<file path="src/sv/cachk_pkg.sv">
// cachk_pkg: shared types, verdict codes and the CRC32C byte update for the
// cache record checker. No dependencies.
`default_nettype none

package cachk_pkg;

  localparam int unsigned HDR_BYTES = 16;
  localparam int unsigned LEN_W     = 34;

  localparam logic [31:0] MAGIC_RESET = 32'h0000_fefa;
  localparam logic [31:0] CRC_INIT    = 32'hffff_ffff;
  localparam logic [31:0] CRC_POLY    = 32'h82f6_3b78;

  localparam logic [2:0] VERDICT_OK        = 3'd0;
  localparam logic [2:0] VERDICT_SHORT     = 3'd1;
  localparam logic [2:0] VERDICT_LEN       = 3'd2;
  localparam logic [2:0] VERDICT_MAGIC     = 3'd3;
  localparam logic [2:0] VERDICT_CRC       = 3'd4;

  localparam logic [1:0] HW_MAGIC = 2'd0;
  localparam logic [1:0] HW_CRC   = 2'd1;
  localparam logic [1:0] HW_KEY   = 2'd2;
  localparam logic [1:0] HW_VAL   = 2'd3;

  typedef struct packed {
    logic [7:0] data_byte;
    logic       last;
  } item_t;

  typedef struct packed {
    logic [2:0]  verdict;
    logic [31:0] key_length;
    logic [31:0] value_length;
    logic [31:0] computed_crc;
  } res_t;

  function automatic logic [31:0] crc32c_byte(input logic [31:0] crc,
                                              input logic [7:0]  b);
    logic [31:0] c;
    c = crc ^ {24'd0, b};
    for (int i = 0; i < 8; i++) begin
      c = c[0] ? ((c >> 1) ^ CRC_POLY) : (c >> 1);
    end
    return c;
  endfunction

endpackage

`default_nettype wire

</file>
<file path="src/sv/cachk_in_stage.sv">
// cachk_in_stage: input register for the byte stream.
// Depends on cachk_pkg for the item type.
`default_nettype none

module cachk_in_stage (
  input  wire logic            clk,
  input  wire logic            rst_n,
  input  wire logic            in_valid,
  output logic                 in_stall,
  input  wire logic [7:0]      in_data_byte,
  input  wire logic            in_last,
  input  wire logic            take,
  output logic                 s1_valid,
  output cachk_pkg::item_t     s1_item
);
  import cachk_pkg::*;

  logic  s1_valid_r, s1_valid_nxt;
  item_t s1_item_r;
  logic  accept;

  assign in_stall = s1_valid_r && !take;
  assign accept   = in_valid && !in_stall;

  always_comb begin
    s1_valid_nxt = s1_valid_r;
    if (accept) begin
      s1_valid_nxt = 1'b1;
    end else if (take) begin
      s1_valid_nxt = 1'b0;
    end
  end

  always_ff @(posedge clk) begin
    if (!rst_n) begin
      s1_valid_r <= 1'b0;
    end else begin
      s1_valid_r <= s1_valid_nxt;
    end
  end

  always_ff @(posedge clk) begin
    if (accept) begin
      s1_item_r <= '{data_byte: in_data_byte, last: in_last};
    end
  end

  assign s1_valid = s1_valid_r;
  assign s1_item  = s1_item_r;

endmodule

`default_nettype wire

</file>
<file path="src/sv/cachk_record.sv">
// cachk_record: per-record state (byte count, header words, running CRC32C)
// and the verdict logic. Depends on cachk_pkg.
`default_nettype none

module cachk_record #(
  parameter int unsigned COUNT_WIDTH = 32
) (
  input  wire logic             clk,
  input  wire logic             rst_n,
  input  wire logic             fire,
  input  wire cachk_pkg::item_t item,
  input  wire logic [31:0]      magic,
  output cachk_pkg::res_t       res
);
  import cachk_pkg::*;

  localparam logic [COUNT_WIDTH-1:0] CountMax = {COUNT_WIDTH{1'b1}};

  logic [COUNT_WIDTH-1:0] byte_count_r, byte_count_nxt, count_adv;
  logic [31:0] hdr_magic_r, hdr_magic_nxt, hdr_magic_adv;
  logic [31:0] hdr_crc_r, hdr_crc_nxt, hdr_crc_adv;
  logic [31:0] hdr_key_r, hdr_key_nxt, hdr_key_adv;
  logic [31:0] hdr_val_r, hdr_val_nxt, hdr_val_adv;
  logic [31:0] run_crc_r, run_crc_nxt, run_crc_adv;
  logic        in_hdr;
  logic [1:0]  hw;
  logic [1:0]  lane;
  logic [7:0]  fed;
  logic [31:0] computed;
  logic [LEN_W-1:0] expect_len;
  logic [LEN_W-1:0] count_ext;

  assign in_hdr = byte_count_r < COUNT_WIDTH'(HDR_BYTES);
  assign hw     = byte_count_r[3:2];
  assign lane   = byte_count_r[1:0];

  always_comb begin
    hdr_magic_adv = hdr_magic_r;
    hdr_crc_adv   = hdr_crc_r;
    hdr_key_adv   = hdr_key_r;
    hdr_val_adv   = hdr_val_r;
    fed           = item.data_byte;
    if (in_hdr) begin
      case (hw)
        HW_MAGIC: hdr_magic_adv[lane*8 +: 8] = item.data_byte;
        HW_CRC: begin
          hdr_crc_adv[lane*8 +: 8] = item.data_byte;
          fed = 8'd0;
        end
        HW_KEY:   hdr_key_adv[lane*8 +: 8] = item.data_byte;
        HW_VAL:   hdr_val_adv[lane*8 +: 8] = item.data_byte;
        default:  hdr_val_adv = hdr_val_r;
      endcase
    end
    run_crc_adv = crc32c_byte(run_crc_r, fed);
    count_adv   = (byte_count_r == CountMax) ? byte_count_r
                                             : byte_count_r + COUNT_WIDTH'(1);
  end

  assign computed   = ~run_crc_adv;
  assign expect_len = {2'b00, hdr_key_adv} + {2'b00, hdr_val_adv} + LEN_W'(HDR_BYTES);
  assign count_ext  = LEN_W'(count_adv);

  always_comb begin
    res.key_length   = hdr_key_adv;
    res.value_length = hdr_val_adv;
    res.computed_crc = computed;
    if (count_adv < COUNT_WIDTH'(HDR_BYTES)) begin
      res.verdict = VERDICT_SHORT;
    end else if (expect_len != count_ext) begin
      res.verdict = VERDICT_LEN;
    end else if (hdr_magic_adv != magic) begin
      res.verdict = VERDICT_MAGIC;
    end else if (computed != hdr_crc_adv) begin
      res.verdict = VERDICT_CRC;
    end else begin
      res.verdict = VERDICT_OK;
    end
  end

  always_comb begin
    byte_count_nxt = byte_count_r;
    hdr_magic_nxt  = hdr_magic_r;
    hdr_crc_nxt    = hdr_crc_r;
    hdr_key_nxt    = hdr_key_r;
    hdr_val_nxt    = hdr_val_r;
    run_crc_nxt    = run_crc_r;
    if (fire) begin
      if (item.last) begin
        byte_count_nxt = '0;
        hdr_magic_nxt  = '0;
        hdr_crc_nxt    = '0;
        hdr_key_nxt    = '0;
        hdr_val_nxt    = '0;
        run_crc_nxt    = CRC_INIT;
      end else begin
        byte_count_nxt = count_adv;
        hdr_magic_nxt  = hdr_magic_adv;
        hdr_crc_nxt    = hdr_crc_adv;
        hdr_key_nxt    = hdr_key_adv;
        hdr_val_nxt    = hdr_val_adv;
        run_crc_nxt    = run_crc_adv;
      end
    end
  end

  always_ff @(posedge clk) begin
    if (!rst_n) begin
      byte_count_r <= '0;
      hdr_magic_r  <= '0;
      hdr_crc_r    <= '0;
      hdr_key_r    <= '0;
      hdr_val_r    <= '0;
      run_crc_r    <= CRC_INIT;
    end else begin
      byte_count_r <= byte_count_nxt;
      hdr_magic_r  <= hdr_magic_nxt;
      hdr_crc_r    <= hdr_crc_nxt;
      hdr_key_r    <= hdr_key_nxt;
      hdr_val_r    <= hdr_val_nxt;
      run_crc_r    <= run_crc_nxt;
    end
  end

`ifndef SYNTHESIS
  a_clear_on_last: assert property (@(posedge clk) disable iff (!rst_n)
    rst_n && fire && item.last |=> byte_count_r == '0 && run_crc_r == CRC_INIT)
    else $error("record state not cleared after last word");

  a_count_step: assert property (@(posedge clk) disable iff (!rst_n)
    rst_n && fire && !item.last && byte_count_r != CountMax
      |=> byte_count_r == $past(byte_count_r) + COUNT_WIDTH'(1))
    else $error("byte count did not advance");

  a_hold_idle: assert property (@(posedge clk) disable iff (!rst_n)
    rst_n && !fire |=> $stable(byte_count_r) && $stable(run_crc_r))
    else $error("record state changed without a word");
`endif

endmodule

`default_nettype wire

</file>
<file path="src/sv/cache_record_checker_core.sv">
// Cache record checker: one byte per cycle. The result word is registered:
// the last byte passes the input register, then the result register, and a
// stalled result can hold it in the input register. Throughput is one byte
// per cycle; a last byte waiting behind a stalled result holds the input stall high.
// Synchronous active-low reset clears the record state, empties both
// registers and sets the expected magic to 0xfefa.
`default_nettype none

module cache_record_checker_core #(
  parameter int unsigned COUNT_WIDTH = 32
) (
  input  wire logic        clk,
  input  wire logic        rst_n,
  input  wire logic        cfg_valid,
  output logic             cfg_ready,
  input  wire logic [31:0] cfg_expected_magic,
  input  wire logic        in_valid,
  output logic             in_stall,
  input  wire logic [7:0]  in_data_byte,
  input  wire logic        in_last,
  output logic             out_valid,
  input  wire logic        out_stall,
  output logic [2:0]       out_verdict,
  output logic [31:0]      out_key_length,
  output logic [31:0]      out_value_length,
  output logic [31:0]      out_computed_crc
);
  import cachk_pkg::*;

  logic [31:0] magic_r;
  logic        s1_valid;
  item_t       s1_item;
  logic        out_free;
  logic        take;
  logic        load;
  res_t        res;
  res_t        out_res_r;
  logic        out_valid_r, out_valid_nxt;

  assign cfg_ready = 1'b1;

  always_ff @(posedge clk) begin
    if (!rst_n) begin
      magic_r <= MAGIC_RESET;
    end else if (cfg_valid && cfg_ready) begin
      magic_r <= cfg_expected_magic;
    end
  end

  assign out_free = !out_valid_r || !out_stall;
  assign take     = s1_valid && (!s1_item.last || out_free);
  assign load     = take && s1_item.last;

  cachk_in_stage u_in (
    .clk          (clk),
    .rst_n        (rst_n),
    .in_valid     (in_valid),
    .in_stall     (in_stall),
    .in_data_byte (in_data_byte),
    .in_last      (in_last),
    .take         (take),
    .s1_valid     (s1_valid),
    .s1_item      (s1_item)
  );

  cachk_record #(
    .COUNT_WIDTH (COUNT_WIDTH)
  ) u_rec (
    .clk   (clk),
    .rst_n (rst_n),
    .fire  (take),
    .item  (s1_item),
    .magic (magic_r),
    .res   (res)
  );

  always_comb begin
    out_valid_nxt = out_valid_r && out_stall;
    if (load) begin
      out_valid_nxt = 1'b1;
    end
  end

  always_ff @(posedge clk) begin
    if (!rst_n) begin
      out_valid_r <= 1'b0;
    end else begin
      out_valid_r <= out_valid_nxt;
    end
  end

  always_ff @(posedge clk) begin
    if (load) begin
      out_res_r <= res;
    end
  end

  assign out_valid        = out_valid_r;
  assign out_verdict      = out_res_r.verdict;
  assign out_key_length   = out_res_r.key_length;
  assign out_value_length = out_res_r.value_length;
  assign out_computed_crc = out_res_r.computed_crc;

`ifndef SYNTHESIS
  a_no_overwrite: assert property (@(posedge clk) disable iff (!rst_n)
    rst_n && load |-> !(out_valid_r && out_stall))
    else $error("result register overwritten while held");

  a_load_shows: assert property (@(posedge clk) disable iff (!rst_n)
    rst_n && load |=> out_valid_r)
    else $error("loaded result not presented");

  a_verdict_range: assert property (@(posedge clk) disable iff (!rst_n)
    out_valid_r |-> out_res_r.verdict <= VERDICT_CRC)
    else $error("verdict code out of range");
`endif

endmodule

`default_nettype wire
</file>
<file path="config.mk">
export PLATFORM = sky130hd
export DESIGN_NAME = cache_record_checker_core
export DESIGN_NICKNAME = d
export VERILOG_FILES = /design/src/sv/cachk_pkg.sv /design/src/sv/cachk_in_stage.sv /design/src/sv/cachk_record.sv /design/src/sv/cache_record_checker_core.sv
export SDC_FILE = /design/constraint.sdc
export NUM_CORES = 1
export LEC_CHECK = 0
export BUFFER_PORTS_ARGS = -buffer_cell sky130_fd_sc_hd__buf_2
export CAP_MARGIN = 20
export CORE_MARGIN = 4
export CORE_UTILIZATION = 40
export CTS_BUF_LIST = sky130_fd_sc_hd__clkbuf_2 sky130_fd_sc_hd__clkbuf_4 sky130_fd_sc_hd__clkbuf_8
export DETAILED_ROUTE_END_ITERATION = 16
export GPL_TIMING_DRIVEN = 0
export PLACE_DENSITY = 0.57
export SYNTH_ARGS = -nofsm -noshare
export SYNTH_HDL_FRONTEND = slang
export SYNTH_SLANG_ARGS = --single-unit
</file>
<file path="constraint.sdc">
create_clock -name clk -period 14.15 [get_ports clk]
set_clock_uncertainty 0.1 [all_clocks]
set_input_delay 1.415 -clock clk [delete_from_list [all_inputs] [get_ports clk]]
set_output_delay 1.415 -clock clk [all_outputs]
set_load 0.01 [all_outputs]
</file>
==> reports/metrics.cfg <==
[logic_synthesis]
netlist_top_cells_count=nand2_1 (290), dfxtp_1 (226), nor2b_1 (175)
synthXorXnorAreaFrac_pct=12.17
yosysWarnings=0
ys_seq_area_share_pct=38.48
synth_top_area_share_pct=22.41
async_flop_share_pct=0
syn-num-nets=2341
synth_top_family_by_area=simple AND/OR/NAND/NOR gates
syn_inst=2255
synth_cell_types=102
synth_flop_cell=dfxtp_1
yosys.area_share.adder_pct=2.517
synth-edff-count=108
avgSynthCellArea_um2=8.951
synthesis.area_um2=20190
yosys-top-cells-area=dfxtp_1 (22%), edfxtp_1 (16%), xnor2_1 (6.9%)
ys_ff_latch=334
synth_compound_area_share_pct=18.82
synth_top_cell_by_area=dfxtp_1
synth-simple-area-share_pct=22.28
synth.area.mux_share_pct=2.498
yosys.cell_count.top_type=nand2_1

[floorplan]
die_w_um=232.6
num_rows=82
ios=148
core-area_um2=50070
start_util_pct=40.32
die_h_um=232.6
fp.dieArea_um2=54120

[routing]
first_pass_iters=6
remaining_drc_errors=0
wire_per_inst_um=23.16
vias_per_cell=5.728
drtIter0Drc=1568
drt-total-wl_um=73700
via_count=18230
postRouteAntennaNets=0

[clock_network]
cts_resized=0
cts_tree=yes
clock_sinks=334
cts_buffers=56
insertion_delay_ns=0.68
cts_max_path_buffers=3
cts.clk_slew.worst_paths_ns=0.06
cts-hold-fix-buffers=0
htreeDepth=2
cts_setup_buffers=0
cts.root.buffer_cell=clkbuf_8

[setup_path]
cp_max_fo=10
critPathRequiredTime_ns=14.52
worstSetupStartpointType=flip-flop
path_delay_family=simple AND/OR/NAND/NOR gates
worstSetupPathType=flip-flop to flip-flop
critPathBufInv=2
worstPathArrival_ns=9.44
cp_slowest_stage_delay_ns=1.09
cpMaxStageDelayCell=o21ai_0
end_kind=flip-flop
crit_chain=nor4_1 > nand3_1 > nor3_2 > and3_1 > nand2_1 > o21ai_0 > inv_1 > fa_1 > nand2b_2 > a211oi_4 > o21ai_1 > nor3b_1 > nor4b_2 > buf_2 > nand4_1 > xnor2_1 > o2111ai_1 > a2111oi_1 > nand4b_1 > or4_4 > o41ai_2

[finish]
syn2layout_area_growth_pct=14.04
nets=2549
drive_gt1_share_pct=13.03
utilization_pct=45.98
diodes=0
final_area_um2=23020
nFillCells=4965

[global_routing]
grt_max_degree=76
grt_pass1_vias=17230
antenna_found_initial=1
grt_usage_pct=26.36
grt_overflow=0
grt_pass1_wl_um=108700

[place]
pre_cts_ws_ns=5.320
gp_congestion=0.9563
io_buffer_count=145
post_dp_cell_area_um2=21790
post-dp-hpwl_um=57470

[pwr]
leakage_nw=8.397
ir_drop_uv=57.97
power.density_nw_per_um2=117.9

[sta]
relSlewSlack_pct=10.11
period_share_pct=64.06
worst_slack_ns=5.085
post-route-min-period_ns=9.065
worst_pin_slew_ns=1.334
rsz0062_at_grt=false
maxSlewViolCount=0
hold_violations=0
setup-tns-final_ns=0
setup_viol_count_final=0
fmax_mhz=110.3

[job]
max_cap_viol_count=0

[run_status]
status=finished clean

[worst_hold_path]
hold_class=flip-flop to flip-flop

## registers in the layout, indices dropped and copies added, names as in the netlist
register and cells:
out_verdict 3, u_rec.hdr_magic_r 32, u_rec.hdr_crc_r 32, u_rec.hdr_val_r 32, u_rec.byte_count_r 32, out_key_length 32, magic_r 32, out_valid 1
u_rec.run_crc_r 32, u_in.s1_valid 1, out_value_length 32, u_rec.hdr_key_r 32, u_in.s1_item 9, out_computed_crc 32
## report_power, final
part / switching [W] / total, W / internal (W)
Combinational: 0.000438 / 0.000689 / 0.000251
Sequential: 0.0000224 / 0.00108 / 0.00106
Clock: 0.000421 / 0.000943 / 0.000522
## layout make-up
cell class	count	area (um2)	area share [%]
plain buffers	138	565.5	2.457
clock inverters	18	175.2	0.7610
multi-input cells	1761	11780	51.15
inverters	22	82.58	0.3587
clock buffers	87	1035	4.495
flip-flops and latches	334	7767	33.74
well taps	672	840.8	3.653
repair buffers	150	778.2	3.381
## final timing paths
check	start	to	slack, ns	cells past startpoint
hold reg to reg	u_rec.run_crc_r[28]	u_rec.run_crc_r[28]	0.38	2
setup / recovery	u_rec.byte_count_r[7]	out_verdict[0]	5.09	21
hold / removal	u_rec.run_crc_r[28]	u_rec.run_crc_r[28]	0.38	2
setup reg to reg	u_rec.byte_count_r[7]	out_verdict[0]	5.09	21
## through the flow
stage / instances / hold slack, ns / total power [W]
2_1_floorplan: 2255 / 0.3445 / 0.001562
3_3_place_gp: 3072 / 0.3571 / 0.001781
3_5_place_dp: 3074 / 0.3661 / 0.001783
4_1_cts: 3179 / 0.3791 / 0.002722
5_1_grt: 3182 / 0.4023 / 0.002808
6_report: 3182 / 0.3807 / 0.002714
## metal layers
layer	GRT usage, %	up-vias	wire (um)
met4	9.171	4	2915
met5	0	-	27
met2	40.76	717	32130
met3	6.305	152	5858
met1	36.13	8772	32770
li1	-	8581	-
## placed cells by master (no fill, tap or decap), types with 11 or more instances in the layout
cell type,count
clkbuf_1,105
o21a_1,14
a21boi_0,12
buf_2,169
nand3_1,41
and2_1,36
o21ai_1,11
or3_1,14
nand2_1,290
o211ai_1,40
mux2i_1,47
dfxtp_1,226
xnor2_1,160
and4_1,17
nor3_1,37
nor2_1,100
clkbuf_8,61
a32oi_1,33
o21ai_0,143
and3_1,24
nor2b_1,175
edfxtp_1,108
inv_1,21
xor2_1,83
a21o_1,24
clkbuf_4,27
ha_1,39
nor4_1,21
a21oi_1,80
a22oi_1,106
nand4_1,38
a31oi_1,12
## cells by family after synthesis
family | Yosys count
compound gates | 559
flops | 334
mux | 50
xor+xnor | 259
other cells | 1
buf+inv | 160
fa+ha+maj | 40
simple gates | 852
## worst min-delay path, cell delays in order (launching register included)
cell,delay (ns)
dfxtp_1,0.33
nand2_1,0.05
o211ai_1,0.06
Power figures use the tool's default switching activity.
